$ cat config.mk
export PLATFORM = sky130hd
export DESIGN_NAME = mpeg_audio_frame_header_decode_unit
export DESIGN_NICKNAME = d
export VERILOG_FILES = /design/src/rtl/core/mafhd_pkg.sv /design/src/rtl/core/mafhd_decode.sv /design/src/rtl/core/mafhd_scale.sv /design/src/rtl/core/mafhd_finish.sv /design/src/rtl/core/mpeg_audio_frame_header_decode_unit.sv
export SDC_FILE = /design/constraint.sdc
export NUM_CORES = 1
export LEC_CHECK = 0
export BUFFER_PORTS_ARGS = -buffer_cell sky130_fd_sc_hd__buf_2
export CAP_MARGIN = 25
export CORE_MARGIN = 2
export CORE_UTILIZATION = 64
export DETAILED_ROUTE_END_ITERATION = 6
export GPL_TIMING_DRIVEN = 0
export HOLD_SLACK_MARGIN = 0.05
export PLACE_DENSITY = 0.9
export SLEW_MARGIN = 10
export SYNTH_ARGS = -nofsm -noshare
export SYNTH_HDL_FRONTEND = slang
export SYNTH_SLANG_ARGS = --single-unit
$ cat constraint.sdc
create_clock -name clk -period 8.8 [get_ports clk]
set_clock_uncertainty 0.2 [all_clocks]
set_input_delay 0.88 -clock clk [delete_from_list [all_inputs] [get_ports clk]]
set_output_delay 0.88 -clock clk [all_outputs]
set_load 0.02 [all_outputs]
$ cat src/rtl/core/mafhd_pkg.sv
// shared types, constants and lookup tables of the mpeg audio frame header decoder
package mafhd_pkg;

	// header layout and limits
	localparam logic [10:0] SYNC_MARK   = 11'h7FF;
	localparam int unsigned L1_SCALE    = 12000;
	localparam int unsigned L23_SCALE   = 144000;
	localparam int unsigned PAYLOAD_MAX = 2047;

	// base sample rates of the rate index, mpeg-1 values
	localparam int unsigned FS_44K1 = 44100;
	localparam int unsigned FS_48K  = 48000;
	localparam int unsigned FS_32K  = 32000;

	// field widths
	localparam int unsigned COEF_W  = 8;
	localparam int unsigned BR_W    = 9;
	localparam int unsigned FS_W    = 16;
	localparam int unsigned SHIFT_W = 2;
	localparam int unsigned PROD_W  = COEF_W + BR_W + 2;
	localparam int unsigned RECIP_SHIFT = 27;
	localparam int unsigned RECIP_W = RECIP_SHIFT;
	localparam int unsigned WIDE_W  = PROD_W + RECIP_W;
	localparam int unsigned QUOT_W  = WIDE_W - RECIP_SHIFT;
	localparam int unsigned LEN_W   = 11;
	localparam int unsigned LSUM_W  = QUOT_W + 3;

	// scale/fs reduced to coef/div per base rate; slot scale is 12000 for layer i
	localparam int unsigned A_L1_44  = L1_SCALE / 300;
	localparam int unsigned D_L1_44  = FS_44K1 / 300;
	localparam int unsigned A_L23_44 = L23_SCALE / 900;
	localparam int unsigned D_L23_44 = FS_44K1 / 900;
	localparam int unsigned A_L1_48  = L1_SCALE / 12000;
	localparam int unsigned D_L1_48  = FS_48K / 12000;
	localparam int unsigned A_L23_48 = 2 * L23_SCALE / FS_48K;
	localparam int unsigned D_L23_48 = 2;
	localparam int unsigned A_L1_32  = L1_SCALE / 4000;
	localparam int unsigned D_L1_32  = FS_32K / 4000;
	localparam int unsigned A_L23_32 = L23_SCALE / 16000;
	localparam int unsigned D_L23_32 = FS_32K / 16000;

	// rounded-up reciprocals, exact for every product the tables can give
	localparam longint unsigned RECIP_ONE = 64'd1 << RECIP_SHIFT;
	localparam longint unsigned R_L1_44  = (RECIP_ONE + D_L1_44 - 1) / D_L1_44;
	localparam longint unsigned R_L23_44 = (RECIP_ONE + D_L23_44 - 1) / D_L23_44;
	localparam longint unsigned R_L1_48  = (RECIP_ONE + D_L1_48 - 1) / D_L1_48;
	localparam longint unsigned R_L23_48 = (RECIP_ONE + D_L23_48 - 1) / D_L23_48;
	localparam longint unsigned R_L1_32  = (RECIP_ONE + D_L1_32 - 1) / D_L1_32;
	localparam longint unsigned R_L23_32 = (RECIP_ONE + D_L23_32 - 1) / D_L23_32;

	// header field codes
	localparam logic [1:0] HV_MPEG1    = 2'b11;
	localparam logic [1:0] HV_MPEG2    = 2'b10;
	localparam logic [1:0] HV_RESERVED = 2'b01;
	localparam logic [1:0] HL_RESERVED = 2'b00;
	localparam logic [1:0] FSI_44      = 2'd0;
	localparam logic [1:0] FSI_48      = 2'd1;
	localparam logic [1:0] FSI_32      = 2'd2;
	localparam logic [1:0] FSI_RESERVED = 2'd3;

	// decoded codes
	localparam logic [1:0] VER_MPEG1  = 2'd0;
	localparam logic [1:0] VER_MPEG2  = 2'd1;
	localparam logic [1:0] VER_MPEG25 = 2'd2;
	localparam logic [1:0] LAYER_I    = 2'd0;
	localparam logic [1:0] LAYER_II   = 2'd1;
	localparam logic [1:0] LAYER_III  = 2'd2;
	localparam logic [1:0] CHMODE_MONO = 2'd3;

	localparam logic [2:0] GRP_V1_L1  = 3'd0;
	localparam logic [2:0] GRP_V1_L2  = 3'd1;
	localparam logic [2:0] GRP_V1_L3  = 3'd2;
	localparam logic [2:0] GRP_V2_L1  = 3'd3;
	localparam logic [2:0] GRP_V2_L23 = 3'd4;

	typedef enum logic [2:0] {
		ST_OK          = 3'd0,
		ST_NO_SYNC     = 3'd1,
		ST_BAD_VERSION = 3'd2,
		ST_BAD_LAYER   = 3'd3,
		ST_BAD_BITRATE = 3'd4,
		ST_BAD_RATE    = 3'd5
	} status_t;

	// decoded header fields that travel down the pipeline
	typedef struct packed {
		status_t           status;
		logic [1:0]        mpeg_version;
		logic [1:0]        layer_index;
		logic              crc_present;
		logic              padding;
		logic [1:0]        channel_mode;
		logic [1:0]        mode_extension;
		logic [1:0]        channels;
		logic [3:0]        misc_bits;
		logic [BR_W-1:0]   bitrate_kbps;
		logic [FS_W-1:0]   sample_rate_hz;
	} hdr_t;

	// operands of the length divide
	typedef struct packed {
		logic [COEF_W-1:0]  coef;
		logic [SHIFT_W-1:0] shift;
		logic [RECIP_W-1:0] recip;
	} scale_t;

	// bitrate tables in kbps, index 0 and 15 read as zero
	localparam logic [BR_W-1:0] BR_V1_L1 [16] = '{
		9'd0, 9'd32, 9'd64, 9'd96, 9'd128, 9'd160, 9'd192, 9'd224,
		9'd256, 9'd288, 9'd320, 9'd352, 9'd384, 9'd416, 9'd448, 9'd0};
	localparam logic [BR_W-1:0] BR_V1_L2 [16] = '{
		9'd0, 9'd32, 9'd48, 9'd56, 9'd64, 9'd80, 9'd96, 9'd112,
		9'd128, 9'd160, 9'd192, 9'd224, 9'd256, 9'd320, 9'd384, 9'd0};
	localparam logic [BR_W-1:0] BR_V1_L3 [16] = '{
		9'd0, 9'd32, 9'd40, 9'd48, 9'd56, 9'd64, 9'd80, 9'd96,
		9'd112, 9'd128, 9'd160, 9'd192, 9'd224, 9'd256, 9'd320, 9'd0};
	localparam logic [BR_W-1:0] BR_V2_L1 [16] = '{
		9'd0, 9'd32, 9'd48, 9'd56, 9'd64, 9'd80, 9'd96, 9'd112,
		9'd128, 9'd144, 9'd160, 9'd176, 9'd192, 9'd224, 9'd256, 9'd0};
	localparam logic [BR_W-1:0] BR_V2_L23 [16] = '{
		9'd0, 9'd8, 9'd16, 9'd24, 9'd32, 9'd40, 9'd48, 9'd56,
		9'd64, 9'd80, 9'd96, 9'd112, 9'd128, 9'd144, 9'd160, 9'd0};

	function automatic logic [BR_W-1:0] br_lookup(input logic [2:0] grp, input logic [3:0] idx);
		logic [BR_W-1:0] br;
		unique case (grp)
			GRP_V1_L1:  br = BR_V1_L1[idx];
			GRP_V1_L2:  br = BR_V1_L2[idx];
			GRP_V1_L3:  br = BR_V1_L3[idx];
			GRP_V2_L1:  br = BR_V2_L1[idx];
			GRP_V2_L23: br = BR_V2_L23[idx];
			default:    br = '0;
		endcase
		return br;
	endfunction

	// sample rate in hz, halved per version step
	function automatic logic [FS_W-1:0] fs_lookup(input logic [1:0] ver, input logic [1:0] fsi);
		logic [FS_W-1:0] base;
		unique case (fsi)
			FSI_44:  base = FS_W'(FS_44K1);
			FSI_48:  base = FS_W'(FS_48K);
			FSI_32:  base = FS_W'(FS_32K);
			default: base = '0;
		endcase
		return base >> ver;
	endfunction

endpackage

$ cat src/rtl/core/mafhd_decode.sv
// first pipeline stage: sync and field checks, table lookups, divide operands
module mafhd_decode import mafhd_pkg::*; (
	input  logic        clk,
	input  logic        arst_n,
	input  logic        in_valid,
	output logic        in_ready,
	input  logic [31:0] header_word,
	output logic        out_valid,
	input  logic        out_ready,
	output hdr_t        out_hdr,
	output scale_t      out_scale
);

	logic       valid_s1;
	hdr_t       hdr_s1;
	scale_t     scale_s1;
	logic [1:0] vbits;
	logic [1:0] lbits;
	logic [3:0] bri;
	logic [1:0] fsi;
	logic [1:0] ver;
	logic [1:0] lay;
	logic [2:0] grp;
	logic [BR_W-1:0] br;
	status_t    st;
	hdr_t       hdr_d;
	scale_t     scale_d;

	assign vbits = header_word[20:19];
	assign lbits = header_word[18:17];
	assign bri   = header_word[15:12];
	assign fsi   = header_word[11:10];

	// version, layer and bitrate group
	always_comb begin
		unique case (vbits)
			HV_MPEG1: ver = VER_MPEG1;
			HV_MPEG2: ver = VER_MPEG2;
			default:  ver = VER_MPEG25;
		endcase
		lay = 2'd3 - lbits;
		if (ver == VER_MPEG1) begin
			grp = {1'b0, lay};
		end else if (lay == LAYER_I) begin
			grp = GRP_V2_L1;
		end else begin
			grp = GRP_V2_L23;
		end
		br = br_lookup(grp, bri);
	end

	// first failing check sets the status
	always_comb begin
		priority if (header_word[31:21] != SYNC_MARK) begin
			st = ST_NO_SYNC;
		end else if (vbits == HV_RESERVED) begin
			st = ST_BAD_VERSION;
		end else if (lbits == HL_RESERVED) begin
			st = ST_BAD_LAYER;
		end else if (br == '0) begin
			st = ST_BAD_BITRATE;
		end else if (fsi == FSI_RESERVED) begin
			st = ST_BAD_RATE;
		end else begin
			st = ST_OK;
		end
	end

	// result fields and divide operands, all zero but the status on error
	always_comb begin
		hdr_d.status         = st;
		hdr_d.mpeg_version   = ver;
		hdr_d.layer_index    = lay;
		hdr_d.crc_present    = ~header_word[16];
		hdr_d.padding        = header_word[9];
		hdr_d.channel_mode   = header_word[7:6];
		hdr_d.mode_extension = header_word[5:4];
		hdr_d.channels       = (header_word[7:6] == CHMODE_MONO) ? 2'd1 : 2'd2;
		hdr_d.misc_bits      = header_word[3:0];
		hdr_d.bitrate_kbps   = br;
		hdr_d.sample_rate_hz = fs_lookup(ver, fsi);

		unique case (fsi)
			FSI_44: begin
				scale_d.coef  = (lay == LAYER_I) ? COEF_W'(A_L1_44) : COEF_W'(A_L23_44);
				scale_d.recip = (lay == LAYER_I) ? RECIP_W'(R_L1_44) : RECIP_W'(R_L23_44);
			end
			FSI_48: begin
				scale_d.coef  = (lay == LAYER_I) ? COEF_W'(A_L1_48) : COEF_W'(A_L23_48);
				scale_d.recip = (lay == LAYER_I) ? RECIP_W'(R_L1_48) : RECIP_W'(R_L23_48);
			end
			FSI_32: begin
				scale_d.coef  = (lay == LAYER_I) ? COEF_W'(A_L1_32) : COEF_W'(A_L23_32);
				scale_d.recip = (lay == LAYER_I) ? RECIP_W'(R_L1_32) : RECIP_W'(R_L23_32);
			end
			default: begin
				scale_d.coef  = '0;
				scale_d.recip = '0;
			end
		endcase
		// lower versions halve fs, layer iii there also doubles the divisor
		if (lay == LAYER_III && ver != VER_MPEG1) begin
			scale_d.shift = ver - 2'd1;
		end else begin
			scale_d.shift = ver;
		end

		if (st != ST_OK) begin
			hdr_d        = '0;
			hdr_d.status = st;
			scale_d      = '0;
		end
	end

	assign in_ready = ~valid_s1 | out_ready;

	// stage valid
	always_ff @(posedge clk or negedge arst_n) begin
		if (!arst_n) begin
			valid_s1 <= 1'b0;
		end else if (in_ready) begin
			valid_s1 <= in_valid;
		end
	end

	// stage payload
	always_ff @(posedge clk) begin
		if (in_ready && in_valid) begin
			hdr_s1   <= hdr_d;
			scale_s1 <= scale_d;
		end
	end

	assign out_valid = valid_s1;
	assign out_hdr   = hdr_s1;
	assign out_scale = scale_s1;

endmodule

$ cat src/rtl/core/mafhd_scale.sv
// second and third pipeline stages: coef*bitrate product, then reciprocal multiply
module mafhd_scale import mafhd_pkg::*; (
	input  logic              clk,
	input  logic              arst_n,
	input  logic              in_valid,
	output logic              in_ready,
	input  hdr_t              in_hdr,
	input  scale_t            in_scale,
	output logic              out_valid,
	input  logic              out_ready,
	output hdr_t              out_hdr,
	output logic [WIDE_W-1:0] out_wide
);

	logic                 valid_s2;
	hdr_t                 hdr_s2;
	logic [PROD_W-1:0]    prod_s2;
	logic [RECIP_W-1:0]   recip_s2;
	logic                 valid_s3;
	hdr_t                 hdr_s3;
	logic [WIDE_W-1:0]    wide_s3;
	logic                 ready_s3;
	logic [COEF_W+BR_W-1:0] ab;
	logic [PROD_W-1:0]    prod_d;
	logic [WIDE_W-1:0]    wide_d;

	// numerator: coef * bitrate, scaled by the version shift
	assign ab     = in_scale.coef * in_hdr.bitrate_kbps;
	assign prod_d = PROD_W'(ab) << in_scale.shift;

	// quotient in the upper bits of the reciprocal product
	assign wide_d = WIDE_W'(prod_s2) * WIDE_W'(recip_s2);

	assign ready_s3 = ~valid_s3 | out_ready;
	assign in_ready = ~valid_s2 | ready_s3;

	// stage valids
	always_ff @(posedge clk or negedge arst_n) begin
		if (!arst_n) begin
			valid_s2 <= 1'b0;
			valid_s3 <= 1'b0;
		end else begin
			if (in_ready) begin
				valid_s2 <= in_valid;
			end
			if (ready_s3) begin
				valid_s3 <= valid_s2;
			end
		end
	end

	// stage payloads
	always_ff @(posedge clk) begin
		if (in_ready && in_valid) begin
			hdr_s2   <= in_hdr;
			prod_s2  <= prod_d;
			recip_s2 <= in_scale.recip;
		end
		if (ready_s3 && valid_s2) begin
			hdr_s3  <= hdr_s2;
			wide_s3 <= wide_d;
		end
	end

	assign out_valid = valid_s3;
	assign out_hdr   = hdr_s3;
	assign out_wide  = wide_s3;

endmodule

$ cat src/rtl/core/mafhd_finish.sv
// last pipeline stage: frame length, saturation and the output register
module mafhd_finish import mafhd_pkg::*; (
	input  logic              clk,
	input  logic              arst_n,
	input  logic              in_valid,
	output logic              in_ready,
	input  hdr_t              in_hdr,
	input  logic [WIDE_W-1:0] in_wide,
	output logic              out_valid,
	input  logic              out_ready,
	output hdr_t              out_hdr,
	output logic [LEN_W-1:0]  out_len
);

	logic               valid_s4;
	hdr_t               hdr_s4;
	logic [LEN_W-1:0]   len_s4;
	logic [QUOT_W-1:0]  quot;
	logic [LSUM_W-1:0]  slots;
	logic [LSUM_W-1:0]  bytes;
	logic [LSUM_W-1:0]  len_full;
	logic [LEN_W-1:0]   len_d;

	// slots plus padding, four bytes a slot for layer i, minus the header
	always_comb begin
		quot     = in_wide[WIDE_W-1:RECIP_SHIFT];
		slots    = LSUM_W'(quot) + LSUM_W'(in_hdr.padding);
		bytes    = (in_hdr.layer_index == LAYER_I) ? (slots << 2) : slots;
		len_full = bytes - LSUM_W'(4);
		if (in_hdr.status != ST_OK) begin
			len_d = '0;
		end else if (len_full > LSUM_W'(PAYLOAD_MAX)) begin
			len_d = LEN_W'(PAYLOAD_MAX);
		end else begin
			len_d = len_full[LEN_W-1:0];
		end
	end

	assign in_ready = ~valid_s4 | out_ready;

	// output valid
	always_ff @(posedge clk or negedge arst_n) begin
		if (!arst_n) begin
			valid_s4 <= 1'b0;
		end else if (in_ready) begin
			valid_s4 <= in_valid;
		end
	end

	// output payload
	always_ff @(posedge clk) begin
		if (in_ready && in_valid) begin
			hdr_s4 <= in_hdr;
			len_s4 <= len_d;
		end
	end

	assign out_valid = valid_s4;
	assign out_hdr   = hdr_s4;
	assign out_len   = len_s4;

endmodule

$ cat src/rtl/core/mpeg_audio_frame_header_decode_unit.sv
// top level of the mpeg audio frame header decoder: four-stage pipeline
//
// channel | signals                                   | role
// --------+-------------------------------------------+----------------------------
// in      | in_valid, in_ready, header_word           | one 32-bit header per item
// out     | out_valid, out_ready, status .. payload_bytes | decoded fields per item
//
// one item per cycle sustained while out_ready is high. an accepted item moves
// through the stage registers in order (decode, product, reciprocal multiply,
// length); out_valid rises once it is in the length stage. the two multiplies
// set the depth. every stage takes a new item when it is empty or its successor
// moves, so bubbles close up and a stall at out_ready holds all stages in place.
// reset clears the stage valid bits only; the payload registers are not reset.
module mpeg_audio_frame_header_decode_unit import mafhd_pkg::*; (
	input  logic        clk,
	input  logic        arst_n,
	input  logic        in_valid,
	output logic        in_ready,
	input  logic [31:0] header_word,
	output logic        out_valid,
	input  logic        out_ready,
	output logic [2:0]  status,
	output logic [1:0]  mpeg_version,
	output logic [1:0]  layer_index,
	output logic        crc_present,
	output logic        padding,
	output logic [1:0]  channel_mode,
	output logic [1:0]  mode_extension,
	output logic [1:0]  channels,
	output logic [3:0]  misc_bits,
	output logic [8:0]  bitrate_kbps,
	output logic [15:0] sample_rate_hz,
	output logic [10:0] payload_bytes
);

	logic              dec_valid;
	logic              dec_ready;
	hdr_t              dec_hdr;
	scale_t            dec_scale;
	logic              scl_valid;
	logic              scl_ready;
	hdr_t              scl_hdr;
	logic [WIDE_W-1:0] scl_wide;
	hdr_t              fin_hdr;

	// decode and lookups
	mafhd_decode u_decode (
		.clk         (clk),
		.arst_n      (arst_n),
		.in_valid    (in_valid),
		.in_ready    (in_ready),
		.header_word (header_word),
		.out_valid   (dec_valid),
		.out_ready   (dec_ready),
		.out_hdr     (dec_hdr),
		.out_scale   (dec_scale)
	);

	// divide by the sample rate through a reciprocal multiply
	mafhd_scale u_scale (
		.clk       (clk),
		.arst_n    (arst_n),
		.in_valid  (dec_valid),
		.in_ready  (dec_ready),
		.in_hdr    (dec_hdr),
		.in_scale  (dec_scale),
		.out_valid (scl_valid),
		.out_ready (scl_ready),
		.out_hdr   (scl_hdr),
		.out_wide  (scl_wide)
	);

	// frame length and output register
	mafhd_finish u_finish (
		.clk       (clk),
		.arst_n    (arst_n),
		.in_valid  (scl_valid),
		.in_ready  (scl_ready),
		.in_hdr    (scl_hdr),
		.in_wide   (scl_wide),
		.out_valid (out_valid),
		.out_ready (out_ready),
		.out_hdr   (fin_hdr),
		.out_len   (payload_bytes)
	);

	assign status         = fin_hdr.status;
	assign mpeg_version   = fin_hdr.mpeg_version;
	assign layer_index    = fin_hdr.layer_index;
	assign crc_present    = fin_hdr.crc_present;
	assign padding        = fin_hdr.padding;
	assign channel_mode   = fin_hdr.channel_mode;
	assign mode_extension = fin_hdr.mode_extension;
	assign channels       = fin_hdr.channels;
	assign misc_bits      = fin_hdr.misc_bits;
	assign bitrate_kbps   = fin_hdr.bitrate_kbps;
	assign sample_rate_hz = fin_hdr.sample_rate_hz;

	// error results carry no rates and no length
	a_err_zero: assert property (@(posedge clk) disable iff (!arst_n)
		(out_valid && status != ST_OK) |->
		(payload_bytes == '0 && bitrate_kbps == '0 && sample_rate_hz == '0))
		else $error("error item carries nonzero payload");

	// good results always have both rates and a nonzero length
	a_ok_rates: assert property (@(posedge clk) disable iff (!arst_n)
		(out_valid && status == ST_OK) |->
		(bitrate_kbps != '0 && sample_rate_hz != '0 && payload_bytes != '0))
		else $error("good item missing bitrate, rate or length");

	// channel count follows channel mode on good results
	a_channels: assert property (@(posedge clk) disable iff (!arst_n)
		(out_valid && status == ST_OK) |->
		(channels == ((channel_mode == CHMODE_MONO) ? 2'd1 : 2'd2)))
		else $error("channel count does not match channel mode");

	// a stalled output stage must not take a new item from the middle stage
	a_no_overrun: assert property (@(posedge clk) disable iff (!arst_n)
		(out_valid && !out_ready) |-> !scl_ready)
		else $error("last stage accepts while its result is stalled");

endmodule
==> key figures, run 1 <==
Place
  – Post-DP HPWL: 38,900 µm
  – Placed cells: 2,497
  – IO buf count: 84
  – GPL Wtd Cong: 0.952

STA
  – Setup violators final: 0
  – Max Slew Vio Count: 0
  – Fin crit share: around 92%
  – Final hold viol count: 0
  – Least-Margin Pin Slew: 0.822 ns
  – RSZ-0062 raised after global routing: no
  – Slew headroom: 45.2%
  – Fmax: 0.123 GHz
  – Min cycle time layout: 8.10 ns
  – Setup TNS: 0 ns

Worst setup path
  – RR Startpoint: u_scale.recip_s2[19]$_DFFE_PP_
  – Setup crit start kind: flop
  – Kind of end point of the critical path: flop
  – FF-to-FF path depth: 23
  – Arr. time, crit path: 8.17 ns
  – FF-to-FF setup slack: 0.70 ns
  – CP required: just under 9 ns
  – Setup crit start: u_scale.recip_s2[19]$_DFFE_PP_
  – Critical path class: reg -> reg
  – Crit-path max FO: 10
  – Worst R2R End: u_scale.out_wide[44]$_DFFE_PP_

Synth
  – Adder-Cell Fraction of Synth Area: 37.5%
  – Async SR Flop Fraction: under 10%
  – Synth warnings: 0
  – Top cells by area, synth: edfxtp_1 (32%), fa_1 (22%), ha_1 (15%)
  – Synth top area share: 32.1%
  – Largest family of logic cells by synthesized area: adder cells
  – Simple logic cell fraction of the synthesized area: 10.1%
  – Seq/Total Area, Yosys: 32.6%
  – Compound-Gate Fraction of Synth Area: 7.45%
  – Cell area after synthesis: 21,300 µm²
  – FF+latch count, synth: 232
  – Top post-synthesis cells by count: inv_1 (438), ha_1 (264), fa_1 (235)
  – Yosys top cell by area: edfxtp_1
  – Library cells used by synthesis: 75
  – Mux contribution to synthesized area: 1.59%
  – Count leader, synth: inv_1
  – Synth Flop Type: edfxtp_1
  – Cells after synthesis: 1,964
  – Post-Synth XOR/XNOR Area: under 10%
  – Syn Area/Cell: around 11 µm²
  – EDFF count, synth: 228

Die
  – Die Height: between 150 and 200 µm
  – Initial Utilization: about two thirds
  – Die X: between 150 and 200 µm
  – CORE AREA: 32,700 µm²
  – # rows: 66
  – Full die area: 34,800 µm²
  – Num ports: between 90 and 100

Route
  – Top Layer Used: met4
  – Met2 Wirelength: 24,800 µm
  – Via count: 15.0k
  – Post-route ant nets: 0
  – Drt pass-1 iters: 5
  – Wl on met1: roughly 19,000 µm
  – Drt initial violations: 1,298
  – Via/cell ratio: 5.88
  – WL final: 50,500 µm
  – Length of routed met3 wiring: 4400 µm
  – Drt wl/cell: 19.9 µm
  – Drt drc: 0

Power
  – Power share of the clock group: 12.1%
  – Leak pwr: 11.2 nW
  – Logic pwr share: 69.4%
  – Net Sw Frac: 47.6%
  – Max IR drop VDD: about 420 µV
  – Pint: 4.70 mW
  – Pwr Density: 385 nW/µm²
  – Net Sw Power: 4.27 mW
  – Proportion of power drawn by flip-flops and latches: 18.5%

CTS
  – Htree depth: 1
  – Clock Latency Late Sink: 0.54 ns
  – CTS root buffer: clkbuf_16
  – Clock-pin transition on the worst setup and hold timing paths: roughly 0.060 ns
  – TritonCTS clock tree: done
  – Cts bufs inserted: 25
  – Sink Count: around 230
  – CTS Buffer Depth: 3
  – Post-CTS Resized: 0
  – Postcts setup bufs: 0
  – CTS Hold Bufs: 1

Finish
  – Final std cells w/o fill: 2,543
  – Share of cells above drive strength 1: 7.66%
  – Final core area utilization: 71.2%
  – ANT cells: 0
  – P&R area growth vs syn: 9.10%
  – Nets: 2,619

Global routing
  – Remaining global-route overflow: 0
  – First-pass GRT wire length: approximately 80,000 µm
  – Tot GR Track Use: 29.3%
  – Initial antenna violation count: 0
  – Largest net degree at the start of global routing: 64
  – Vias in the first global route: 15.7k

Hold path
  – Worst hold path type: reg -> reg
  – Min-delay src: u_scale.hdr_s2[41]$_DFFE_PP_
  – Worst hold endpoint: u_scale.out_hdr[41]$_DFFE_PP_
  – Hold Crit Depth: 0

Flow run
  – Max_cap viols: 0

Outcome
  – Status: complete, no violations
==> worst max-delay path: stages (launching register included) <==
cell and delay, ns:
edfxtp_1 0.50, clkbuf_1 0.44, nand2_1 0.29, inv_1 0.25, ha_1 0.31, inv_1 0.10
fa_1 0.47, fa_1 0.53, inv_1 0.05, fa_1 0.50, inv_1 0.07, fa_1 0.54
inv_1 0.06, fa_1 0.50, ha_1 0.23, a2111oi_0 0.33, o21ai_0 0.18, a221oi_1 0.49
a31oi_1 0.33, o2111a_1 0.36, nor3_1 0.48, a2bb2oi_1 0.31, nor2b_1 0.19, xnor2_1 0.11
==> placed cells by master, fill, tap and decap left out, types with 8 or more instances in the layout <==
cell       Yosys  final
nor2b_1       15     14
a211oi_1      10     10
inv_1        438    438
o21ai_0       37     37
nand4_1       17     17
edfxtp_1     228    228
buf_2          4     88
nor3_1        21     21
a31oi_1       23     23
nor4_1        11     11
nand2b_1       9      9
a21oi_1       60     60
nand3_1       20     20
xor2_1         9      9
clkbuf_1      43     44
and2_1        98     95
mux2i_1       25     25
o21bai_1       8      8
nand2_1      110    110
a21o_1        14     14
xnor2_1       35     35
ha_1         264    264
fa_1         235    235
and3_1        14     14
nor2_1        77     77
clkbuf_16      0     25
o211ai_1       8      8
==> per-layer routing <==
metal,vias to the layer above,global-route usage [%]
met5,-,0
met1,7261,35.1
met3,204,6.62
li1,6718,-
met2,774,50.8
met4,0,12.9
==> how the worst max path moves through the flow <==
stage | endpoint
global route | u_scale.out_wide[44]$_DFFE_PP_
floorplan | u_scale.out_wide[45]$_DFFE_PP_
global placement | u_scale.out_wide[44]$_DFFE_PP_
finish | u_scale.out_wide[44]$_DFFE_PP_
CTS | u_scale.out_wide[44]$_DFFE_PP_
detailed placement | u_scale.out_wide[44]$_DFFE_PP_
==> state kept, by name, indices dropped and copies added, names as in the netlist <==
signal              count
u_scale.out_valid       1
u_scale.hdr_s2         41
u_decode.out_valid      1
u_scale.valid_s2        1
u_scale.out_hdr        41
u_finish.out_hdr       41
u_finish.out_len       11
u_scale.prod_s2        16
u_scale.recip_s2        6
u_decode.out_scale     12
u_finish.out_valid      1
u_decode.out_hdr       41
u_scale.out_wide       19
==> stage by stage <==
| stage | area, µm² | hold WS (ns) | setup WS (ns) | power, mW |
|---|---|---|---|---|
| 2_1_floorplan | 21400 | 0.200 | 2.25 | 6.23 |
| 3_3_place_gp | 22300 | 0.200 | 1.08 | 7.33 |
| 3_5_place_dp | 22400 | 0.205 | 0.971 | 7.72 |
| 4_1_cts | 23300 | 0.215 | 0.906 | 8.92 |
| 5_1_grt | 23300 | 0.219 | 0.397 | 9.82 |
| 6_report | 23300 | 0.213 | 0.699 | 8.97 |
==> area by class of cell <==
type,instances,area [µm²]
clock buffer,26,629
timing repair buffer,90,523
multi-input combinational,1236,12500
fill,2132,9420
inverter,440,1650
sequential,232,6950
clock inverter,18,211
buffer,59,268
tap,442,553
==> cells by family after synthesis <==
group	after synthesis
AOI/OAI and AO/OA	236
and+or+nand+nor	421
buffers and inverters	499
DFF	232
muxes	32
other	1
xor gates and xnor gates	44
adders and majority gates	499
==> power by group through the flow <==
stage                     clock network [mW]  registers [mW]  logic (mW)
after detailed placement                   0            1.68        6.04
after CTS                               1.09            1.66        6.18
after floorplan                            0            1.68        4.55
after global placement                     0            1.68        5.65
final                                   1.08            1.66        6.23
after global routing                    1.13            1.68        7.01
Power figures use the tool's default switching activity.
==> run 2: changes to the inputs <==
CORE_UTILIZATION = 65   (was 64)
CTS_CLUSTER_SIZE = 16   (was default)
PLACE_DENSITY = 0.91   (was 0.9)
TNS_END_PERCENT = 30   (was default)
clock period = 10.4 ns   (was 8.8 ns; I/O delays follow)
==> key figures, run 2 (synthesis results as in run 1) <==
Die
  – Die Height: 185 µm
  – CORE AREA: between 30,000 and 40,000 µm²
  – Initial Utilization: 65.8%
  – Full die area: ~34,000 µm²
  – Die X: roughly 190 µm
  – Num ports: 93
  – # rows: 66

Place
  – GPL Wtd Cong: about 1
  – DP Area: approximately 22,000 µm²
  – Placed cells: about 2.5k
  – Dpl ws: 2.44 ns
  – IO buf count: 84
  – Post-DP HPWL: 40,600 µm

Power
  – Pwr Density: 332 nW/µm²
  – Leak pwr: 11.2 nW
  – Max IR drop VDD: 414 µV
  – Tot Pwr: 7.72 mW

CTS
  – Sink Count: 232
  – Cts bufs inserted: 25
  – CTS Buffer Depth: 3
  – CTS Hold Bufs: 0
  – CTS root buffer: clkbuf_16
  – Post-CTS Resized: 0
  – Postcts setup bufs: 0
  – Clock Latency Late Sink: 0.54 ns
  – Clock-pin transition on the worst setup and hold timing paths: 0.06 ns
  – TritonCTS clock tree: done
  – Htree depth: 1

Worst setup path
  – Arr. time, crit path: 8.11 ns
  – Crit-path max FO: 10
  – FF-to-FF setup slack: approximately 2.4 ns
  – Crit-path cells: clkbuf_1 -> nand2_1 -> inv_1 -> ha_1 -> inv_1 -> fa_1 -> fa_1 -> inv_1 -> fa_1 -> inv_1 -> fa_1 -> inv_1 -> fa_1 -> ha_1 -> a2111oi_0 -> o21ai_0 -> a221oi_1 -> a31oi_1 -> o2111a_1 -> nor3_1 -> a2bb2oi_1 -> nor2b_1 -> xnor2_1
  – RR Startpoint: u_scale.recip_s2[19]$_DFFE_PP_
  – Critical path class: reg -> reg
  – Critical Path Max Stage Delay: 0.54 ns
  – Worst path slowest cell: fa_1
  – CP required: 10.48 ns
  – Kind of end point of the critical path: flop
  – Setup crit start: u_scale.recip_s2[19]$_DFFE_PP_
  – Setup crit start kind: flop
  – FF-to-FF path depth: 23
  – Worst R2R End: u_scale.out_wide[44]$_DFFE_PP_

Flow run
  – Max_cap viols: 0

STA
  – RSZ-0062 raised after global routing: no
  – Max Slew Vio Count: 0
  – Final hold viol count: 0
  – Fin crit share: about 77%
  – Fmax: between 0.1 and 0.15 GHz
  – Setup violators final: 0
  – Least-Margin Pin Slew: 0.846 ns
  – Setup TNS: 0 ns
  – Min cycle time layout: 8.03 ns
  – Setup slack after layout: between 2 and 2.5 ns
  – Smallest hold slack: 0.105 ns
  – Slew headroom: 43.5%

Route
  – Via/cell ratio: 5.89
  – Via count: 15.0k
  – Drt initial violations: approximately 1.3k
  – Drt drc: 0
  – WL final: around 50,000 µm
  – Drt wl/cell: 19.8 µm
  – Post-route ant nets: 0
  – Drt pass-1 iters: 6

Finish
  – Final instance area: 23,300 µm²
  – Fillers: 2,119
  – Multi-input logic area: 12,500 µm²
  – Commonest non-fill, non-tap cell in the layout: inv_1
  – FF/Latch Area: 6950 µm²
  – Final std cells w/o fill: 2,544
  – P&R area growth vs syn: 9.01%
  – Final core area utilization: 71.7%
  – ANT cells: 0
  – Most frequent cells in the layout: inv_1 (438), ha_1 (264), fa_1 (235)
  – Nets: 2,618
  – Share of cells above drive strength 1: 7.75%

Global routing
  – Largest net degree at the start of global routing: 64
  – Tot GR Track Use: 30.3%
  – Vias in the first global route: 15.7k
  – Remaining global-route overflow: 0
  – Initial antenna violation count: 1
  – First-pass GRT wire length: 79,500 µm

Outcome
  – Status: complete, no violations

Hold path
  – Worst hold path type: in -> async
==> run 2: cell types whose count changed in the layout (fill, tap and decap cells not counted) <==
cell / previous run / this run
clkinv_2: 1 / 5
clkbuf_8: 0 / 1
inv_16: 1 / 0
inv_6: 4 / 3
dlygate4sd3_1: 1 / 0
clkinv_4: 1 / 2
inv_8: 3 / 1
clkinv_1: 7 / 6
clkbuf_1: 44 / 45
==> run 2: area by class of cell <==
class	count	share of cell area (%)
Buffer	59	1.15
Tap cell	442	2.38
Clock buffer	28	2.78
Inverter	440	7.10
Clock inverter	18	0.796
Timing Repair Buffer	89	2.21
Multi-Input combinational cell	1236	53.7
Sequential cell	232	29.9
==> run 2: worst max-delay path by stage <==
stage / endpoint / slack [ns] / cells after the start
finish: u_scale.out_wide[44]$_DFFE_PP_ / 2.37 / 23
global route: u_scale.out_wide[44]$_DFFE_PP_ / 2.16 / 23
CTS: u_scale.out_wide[44]$_DFFE_PP_ / 2.45 / 23
detailed placement: u_scale.out_wide[44]$_DFFE_PP_ / 2.44 / 23
global placement: u_scale.out_wide[44]$_DFFE_PP_ / 2.59 / 23
floorplan: u_scale.out_wide[45]$_DFFE_PP_ / 3.85 / 23
==> run 2: power by group <==
group | leakage (nW) | internal [mW] | total [mW] | switching, mW
sequential | 2.29 | 1.31 | 1.41 | 0.0908
combinational | 8.45 | 2.15 | 5.41 | 3.26
clock | 0.414 | 0.527 | 0.900 | 0.373
==> run 2: worst max-delay path, delay by kind of cell, from the launching register on <==
family	cells	cell delay (ns)
fa+ha+maj	7	3.01
xor+xnor	1	0.10
flops	1	0.48
compound gates	6	2.04
simple gates	3	0.89
buf+inv	6	1.03
==> run 2: metal layers <==
layer  track usage [%]  wire length [µm]  vias to the layer above
met3              4.95              3770                      156
li1                  -                 -                     6734
met4              11.7              2130                        2
met5                 0                14                        -
met1              37.7             19200                     7379
met2              53.3             25400                      705
